`src/design/dpbp_pkg.sv`:
```
package dpbp_pkg;

  // code word widths
  localparam int CODE_W = 72;
  localparam int LEN_W  = 7;
  localparam int BUF_W  = CODE_W + 8;

  localparam logic [11:0] RADIX_LIMIT = 12'd4080;
  localparam logic [7:0]  ESC_BYTE    = 8'hff;
  localparam logic [6:0]  NORMAL_LEN  = 7'd51;
  localparam logic [6:0]  ESC_LEN     = 7'd72;

  // first radix of each offset width (index is the width)
  localparam logic [11:0] RBASE [10] = '{
    12'd0, 12'd0, 12'd8, 12'd512, 12'd1008, 12'd1520,
    12'd2032, 12'd2544, 12'd3056, 12'd3568
  };

  // first group number of each offset width
  localparam logic [7:0] GBASE [10] = '{
    8'd0, 8'd0, 8'd4, 8'd130, 8'd192, 8'd224, 8'd240, 8'd248, 8'd252, 8'd254
  };

  typedef struct packed {
    logic [3:0] w;
    logic [7:0] group;
    logic [8:0] off;
  } lookup_t;

  typedef struct packed {
    logic [CODE_W-1:0] bits;  // left aligned
    logic [LEN_W-1:0]  len;
    logic              eos;
    logic              err;
  } code_t;

  // prefix table for radix below the limit
  function automatic lookup_t prefix_lookup(input logic [11:0] radix);
    lookup_t     res;
    logic [3:0]  w;
    logic [11:0] rel;
    w = 4'd1;
    for (int i = 2; i <= 9; i++) begin
      if (radix >= RBASE[i]) w = 4'(i);
    end
    rel = radix - RBASE[w];
    res.w = w;
    res.group = GBASE[w] + 8'(rel >> w);
    res.off = 9'(rel & ((12'd1 << w) - 12'd1));
    return res;
  endfunction

endpackage

```
`src/design/dpbp_encode.sv`:
```
module dpbp_encode
  import dpbp_pkg::*;
(
  input  logic        clk,
  input  logic        rst,
  input  logic        in_valid,
  output logic        in_stall,
  input  logic [63:0] endpoint,
  input  logic [33:0] chain_index,
  input  logic        end_of_stream,
  output logic        code_valid,
  output code_t       code,
  input  logic        code_take
);

  logic        a_vld;
  logic [63:0] a_ep;
  logic [33:0] a_idx;
  logic        a_eos;
  logic [63:0] last_endpoint;
  logic        a_ready, a_adv, b_ready;

  logic [63:0]       diff;
  logic [51:0]       delta;
  logic              esc;
  lookup_t           lk;
  logic [8:0]        off_al;
  logic [CODE_W-1:0] head, tail;
  code_t             code_next;

  assign b_ready  = !code_valid || code_take;
  assign a_adv    = a_vld && b_ready;
  assign a_ready  = !a_vld || a_adv;
  assign in_stall = !a_ready;

  always_comb begin
    diff = a_ep - last_endpoint;
    delta = diff[63:12];
    esc = (|delta[51:22]) || (delta[21:10] >= RADIX_LIMIT) || a_idx[33];
    lk = prefix_lookup(delta[21:10]);
    off_al = 9'(lk.off << (4'd9 - lk.w));
    head = {lk.group, off_al, 55'd0};
    tail = {delta[9:0], a_idx[32:0], 29'd0} >> (5'd8 + {1'b0, lk.w});
    code_next.eos = a_eos;
    code_next.err = esc && (|delta[51:30]);
    if (esc) begin
      code_next.bits = {ESC_BYTE, delta[29:0], a_idx};
      code_next.len = ESC_LEN;
    end else begin
      code_next.bits = head | tail;
      code_next.len = NORMAL_LEN + {3'd0, lk.w};
    end
  end

  always_ff @(posedge clk) begin
    if (rst) begin
      a_vld <= 1'b0;
      code_valid <= 1'b0;
      last_endpoint <= 64'd0;
    end else begin
      if (a_ready) a_vld <= in_valid;
      if (b_ready) code_valid <= a_vld;
      if (a_adv) last_endpoint <= a_ep;
    end
  end

  always_ff @(posedge clk) begin
    if (in_valid && a_ready) begin
      a_ep <= endpoint;
      a_idx <= chain_index;
      a_eos <= end_of_stream;
    end
    if (a_adv) code <= code_next;
  end

endmodule

```
`src/design/dpbp_serial.sv`:
```
module dpbp_serial
  import dpbp_pkg::*;
(
  input  logic       clk,
  input  logic       rst,
  input  logic       code_valid,
  input  code_t      code,
  output logic       code_take,
  output logic       out_valid,
  input  logic       out_stall,
  output logic [7:0] out_byte,
  output logic       last_of_run,
  output logic       range_error
);

  logic [BUF_W-1:0] pack_buf;
  logic [3:0]       buf_cnt;
  logic             buf_err;
  logic [6:0]       pend_bits;
  logic [2:0]       pend_cnt;

  logic             move, load;
  logic [7:0]       pend_top;
  logic [BUF_W-1:0] merged, merged_sh;
  logic [6:0]       total;
  logic [3:0]       full_bytes;
  logic [2:0]       rem;
  logic [7:0]       tail_byte;
  logic [3:0]       emit_cnt;
  logic [6:0]       pend_bits_next;
  logic [2:0]       pend_cnt_next;

  assign move      = (buf_cnt != 4'd0) && (!out_valid || !out_stall);
  assign code_take = (buf_cnt == 4'd0) || (buf_cnt == 4'd1 && move);
  assign load      = code_valid && code_take;

  always_comb begin
    pend_top = 8'({1'b0, pend_bits} << (4'd8 - {1'b0, pend_cnt}));
    merged = {pend_top, {CODE_W{1'b0}}} | ({code.bits, 8'd0} >> pend_cnt);
    total = code.len + {4'd0, pend_cnt};
    full_bytes = total[6:3];
    rem = total[2:0];
    merged_sh = merged << {full_bytes, 3'b000};
    tail_byte = merged_sh[BUF_W-1 -: 8];
    if (code.eos) begin
      emit_cnt = full_bytes + {3'd0, rem != 3'd0};
      pend_bits_next = 7'd0;
      pend_cnt_next = 3'd0;
    end else begin
      emit_cnt = full_bytes;
      pend_bits_next = 7'(tail_byte >> (4'd8 - {1'b0, rem}));
      pend_cnt_next = rem;
    end
  end

  always_ff @(posedge clk) begin
    if (rst) begin
      buf_cnt <= 4'd0;
      pend_bits <= 7'd0;
      pend_cnt <= 3'd0;
      out_valid <= 1'b0;
    end else begin
      if (load) begin
        buf_cnt <= emit_cnt;
        pend_bits <= pend_bits_next;
        pend_cnt <= pend_cnt_next;
      end else if (move) begin
        buf_cnt <= buf_cnt - 4'd1;
      end
      if (move) out_valid <= 1'b1;
      else if (!out_stall) out_valid <= 1'b0;
    end
  end

  always_ff @(posedge clk) begin
    if (load) begin
      pack_buf <= merged;
      buf_err <= code.err;
    end else if (move) begin
      pack_buf <= pack_buf << 8;
    end
    if (move) begin
      out_byte <= pack_buf[BUF_W-1 -: 8];
      last_of_run <= (buf_cnt == 4'd1);
      range_error <= buf_err;
    end
  end

endmodule

```
`src/design/delta_prefix_bit_packer_core.sv`:
```
// delta prefix bit packer
// input channel: in_valid / in_stall, one beat per endpoint with its chain
//   index and an end_of_stream mark; a beat is taken when valid is high and
//   stall is low
// output channel: out_valid / out_stall, one packed byte per beat, first bit
//   in the msb; last_of_run marks the final byte of an input beat and
//   range_error is set on every byte of a beat whose escape delta was cut
// each input beat gives six to ten bytes; the one-byte output register sets
//   the rate, and an item's bytes are its code bits plus pending bits, over
//   eight, plus a flush byte for leftover bits at end_of_stream
// the first byte of a beat travels from the input register through the code
//   register and the byte buffer to the output register
// the next item's code word is built while the current one drains, so bytes
//   leave back to back across item boundaries
// reset clears the previous endpoint, the pending bits and all valid flags;
//   no clearing pass is needed
// when the receiver stalls the output byte holds, the byte buffer stops and
//   in_stall rises once the two pipeline registers are full
module delta_prefix_bit_packer_core
  import dpbp_pkg::*;
(
  input  logic        clk,
  input  logic        rst,
  input  logic        in_valid,
  output logic        in_stall,
  input  logic [63:0] endpoint,
  input  logic [33:0] chain_index,
  input  logic        end_of_stream,
  output logic        out_valid,
  input  logic        out_stall,
  output logic [7:0]  out_byte,
  output logic        last_of_run,
  output logic        range_error
);

  // code word handed from the encoder to the byte packer
  logic  code_valid;
  logic  code_take;
  code_t code;

  // delta, prefix lookup and code word assembly
  dpbp_encode u_encode (
    .clk           (clk),
    .rst           (rst),
    .in_valid      (in_valid),
    .in_stall      (in_stall),
    .endpoint      (endpoint),
    .chain_index   (chain_index),
    .end_of_stream (end_of_stream),
    .code_valid    (code_valid),
    .code          (code),
    .code_take     (code_take)
  );

  // merge with pending bits, then shift out one byte per beat
  dpbp_serial u_serial (
    .clk         (clk),
    .rst         (rst),
    .code_valid  (code_valid),
    .code        (code),
    .code_take   (code_take),
    .out_valid   (out_valid),
    .out_stall   (out_stall),
    .out_byte    (out_byte),
    .last_of_run (last_of_run),
    .range_error (range_error)
  );

endmodule

```
`config.mk`:
```
export PLATFORM = sky130hd
export DESIGN_NAME = delta_prefix_bit_packer_core
export DESIGN_NICKNAME = d
export VERILOG_FILES = /design/src/design/dpbp_pkg.sv /design/src/design/dpbp_encode.sv /design/src/design/dpbp_serial.sv /design/src/design/delta_prefix_bit_packer_core.sv
export SDC_FILE = /design/constraint.sdc
export NUM_CORES = 1
export LEC_CHECK = 0
export ABC_AREA = 1
export BUFFER_PORTS_ARGS = -buffer_cell sky130_fd_sc_hd__buf_2
export CAP_MARGIN = 20
export CORE_MARGIN = 5
export CORE_UTILIZATION = 60
export CTS_CLUSTER_SIZE = 14
export DETAILED_ROUTE_END_ITERATION = 10
export PLACE_DENSITY = 0.74
export SETUP_SLACK_MARGIN = 0.15
export SYNTH_ARGS = -nofsm -noshare
export SYNTH_HDL_FRONTEND = slang
export SYNTH_SLANG_ARGS = --single-unit
```
`constraint.sdc`:
```
create_clock -name clk -period 11 [get_ports clk]
set_clock_uncertainty 0.2 [all_clocks]
set_input_delay 1.1 -clock clk [delete_from_list [all_inputs] [get_ports clk]]
set_output_delay 1.1 -clock clk [all_outputs]
set_load 0.01 [all_outputs]
```
==> results.sh <==
export IMPL_yosysWarnings=0
export IMPL_grt_pass1_wl_um=123000
export IMPL_initial_utilization=0.608
export IMPL_syn2layout_area_growth_pct=6.88
export IMPL_ir_worst_vdd_mv=0.170
export IMPL_worstSetupEndpointType="flop"
export IMPL_gr_usage_all_layers=0.324
export IMPL_rsz0062_at_grt="no"
export IMPL_cp_slowest_cell="inv_2"
export IMPL_root_buffer="clkbuf_16"
export IMPL_io_pins=115
export IMPL_place_port_buffers=114
export IMPL_grt_max_degree=115
export IMPL_first_global_vias=23405
export IMPL_mappedNetlistArea_sq_um=25600
export IMPL_hold_slack_ns=0.241
export IMPL_cts_num_sinks=351
export IMPL_crit_arrival_ns=8.77
export IMPL_cp_common_cell="nand2_1"
export IMPL_crit_path_start_kind="flop"
export IMPL_synth_top_area_share=0.316
export IMPL_vias_per_cell=5.88
export IMPL_fp_dieArea_sq_um=47000
export IMPL_hold_viol_final=0
export IMPL_drc=0
export IMPL_layout_min_cycle_time_ns=8.64
export IMPL_period_share=0.786
export IMPL_diodes=0
export IMPL_yosys_top_cells_area="edfxtp_1 (32%), nand2_1 (15%), nand3_1 (7.8%)"
export IMPL_rows=75
export IMPL_ys_ff_latch=351
export IMPL_firstDrtPassIters=6
export IMPL_hold_class="reg2reg"
export IMPL_grt_use_met1=0.408
export IMPL_dp_hpwl_um=58100
export IMPL_drive_gt1_frac=0.103
export IMPL_nFillCells=3788
export IMPL_overflow=0
export IMPL_fin_nets=3772
export IMPL_synth_area_leader_cell="edfxtp_1"
export IMPL_antenna_found_initial=0
export IMPL_critical_path_max_stage_delay_ns=0.78
export IMPL_status="completed"
export IMPL_max_freq_mhz=116
export IMPL_vias=24355
export IMPL_cts_buffers=39
export IMPL_cts_buffer_depth=3
export IMPL_drt_iter0_markers=2513
export IMPL_ys_flop_type="edfxtp_1"
export IMPL_htree_levels=2
export IMPL_cts_setup_buffers=0
export IMPL_drt_wirelength_per_cell_um=18.8
export IMPL_use_met2=0.557
export IMPL_cts_tree="done"
export IMPL_path_clk_slew_ns=0.07
export IMPL_die_x_um=217
export IMPL_worstSetupPathType="reg2reg"
export IMPL_top_usage_layer="met2"
export IMPL_drtAntennaViolNets=0
export IMPL_holdBufCountCts=0
export IMPL_worst_pin_slew_ns=1.02
export IMPL_die_y_um=217
export IMPL_gp_congestion=0.971
export IMPL_p_per_area_nw_per_um2=261
export IMPL_seq_area_frac_synth=0.380
export IMPL_grtUsageMet3=0.0361
export IMPL_core_area_sq_um=42100
export IMPL_report_final_slew_viol_count=0
export IMPL_crit_fanout=44
export IMPL_maxCapViolCount=0
export IMPL_synth_nets=3753
export IMPL_insertion_delay_ns=0.59
export IMPL_slew_limit_headroom=0.319
export IMPL_synth_cells=3551
export IMPL_synth_edf_count=270
export IMPL_setup_violations_final=0
export IMPL_synth_distinct_cells=68
export IMPL_p_leak_uw=0.0124
export IMPL_postRouteWirelength_um=77800
export IMPL_cts_resized=0
export IMPL_synth_avg_cell_area_sq_um=7.22
export IMPL_finalSetupTns_ns=0
export IMPL_postSynth_asyncResetShare=0
export IMPL_cp_data_required_time_ns=11.13
[flip-flops by register name, summed over array words and instances, names as in the netlist, 3 cells and up]
signal                  flops
u_encode.last_endpoint     64
u_serial.pack_buf          79
u_serial.pend_cnt           3
u_encode.a_ep              64
u_encode.a_idx             34
u_serial.out_byte           8
u_encode.code              81
u_serial.buf_cnt            4
u_serial.pend_bits          7
[metrics by stage]
| stage | cells | worst slack, ns | util | total power (uW) | cell area (sq um) |
|---|---|---|---|---|---|
| 2_1_floorplan | 3551 | 4.30 | - | 4910 | 25600 |
| 3_3_place_gp | 4066 | 2.73 | 0.621 | 5720 | 26100 |
| 3_5_place_dp | 4066 | 2.56 | 0.621 | 5770 | 26100 |
| 4_1_cts | 4138 | 2.56 | 0.649 | 7050 | 27300 |
| 5_1_grt | 4140 | 1.82 | 0.650 | 7660 | 27400 |
| 6_report | 4140 | 2.36 | 0.650 | 7150 | 27400 |
[cells in the mapped netlist, drive strengths merged, types with 2 or more instances]
cell type  count
o211ai        22
nand2       1120
and2           2
o21bai         8
edfxtp       270
a21boi         5
nand3b         8
a31o           2
nand4         14
a21o           4
inv          395
and3           2
a221oi         4
o311ai         2
dfxtp         81
nor4           5
o21ai        320
o21a           6
ha            96
buf           73
clkbuf        85
nor2         234
clkinv         7
a32o           3
mux2i         34
o22ai          7
nand3        420
o221ai         5
fa             3
nor3          22
a21oi        180
a31oi         27
xor2          37
xnor2         18
a211oi         9
or2           13
[layout by cell type, fill, tap and decap left out, types with 8 or more instances in the layout]
cell type,count
edfxtp_1,270
clkinv_1,11
o211ai_1,22
nand2_2,54
buf_2,114
a31oi_1,27
o21bai_1,8
o21ai_1,35
nor2_1,210
xor2_1,36
nand2_1,1056
clkinv_2,12
a211oi_1,9
buf_4,22
or2_2,11
mux2i_1,34
nand3b_1,8
nor2_4,8
dfxtp_1,78
inv_1,362
nor2_2,15
nand3_2,18
inv_2,30
ha_1,96
nand2_4,9
clkbuf_16,39
xnor2_1,18
nand4_1,14
nand3_1,401
a21oi_1,173
o21ai_0,281
nor3_1,22
[worst max-delay path: cells and delay by family (launching register included)]
| kind | cells | cell delay (ns) |
|---|---|---|
| AND/OR/NAND/NOR | 19 | 2.33 |
| AO/OA/AOI/OAI | 12 | 2.23 |
| adder cells (fa/ha/maj) | 6 | 1.64 |
| buffers and inverters | 6 | 1.09 |
| XOR/XNOR | 2 | 0.52 |
| flip-flops | 1 | 0.39 |
[layout make-up]
| cell class | instances | area, sq um | share of cell area |
|---|---|---|---|
| multi-input combinational | 2638 | 13500 | 0.492 |
| timing repair buffer | 138 | 783 | 0.0286 |
| sequential | 351 | 9730 | 0.355 |
| inverter | 402 | 1520 | 0.0554 |
| tap | 539 | 674 | 0.0246 |
| clock inverter | 28 | 206 | 0.00754 |
| clock buffer | 44 | 995 | 0.0363 |
[where the power goes]
group | leakage (uW) | internal, uW | switching, uW
clock | 0.000600 | 687 | 571
combinational | 0.00852 | 1180 | 2770
sequential | 0.00326 | 1840 | 110
total | 0.0124 | 3700 | 3450
[path summary, 6_finish.rpt]
path                                                 startpoint                         endpoint  slack, ns  depth (start not counted)
worst max-delay path                u_encode.a_ep[20]$_DFFE_PP_  u_encode.code[80]$_SDFFCE_PP1P_       2.36                         45
worst min register to register  u_serial.pack_buf[77]$_DFFE_PP_   u_serial.out_byte[5]$_DFFE_PP_       0.24                          0
worst min-delay path            u_serial.pack_buf[77]$_DFFE_PP_   u_serial.out_byte[5]$_DFFE_PP_       0.24                          0
worst max register to register      u_encode.a_ep[20]$_DFFE_PP_  u_encode.code[80]$_SDFFCE_PP1P_       2.36                         45
[kinds of logic after synthesis]
kind of cell,Yosys count,synth area share
simple gates,1842,0.313
compound gates,607,0.130
buf+inv,562,0.0949
flops,351,0.380
fa+ha+maj,99,0.0492
xor+xnor,56,0.0200
mux,34,0.0133
[per-layer routing]
layer / up-vias / share of wire
met2: 1133 / 0.48
met4: 0 / 0.058
met3: 270 / 0.067
li1: 11827 / -
met1: 11125 / 0.40
met5: - / 0
Note: power is estimated with default switching activity, not from simulation.
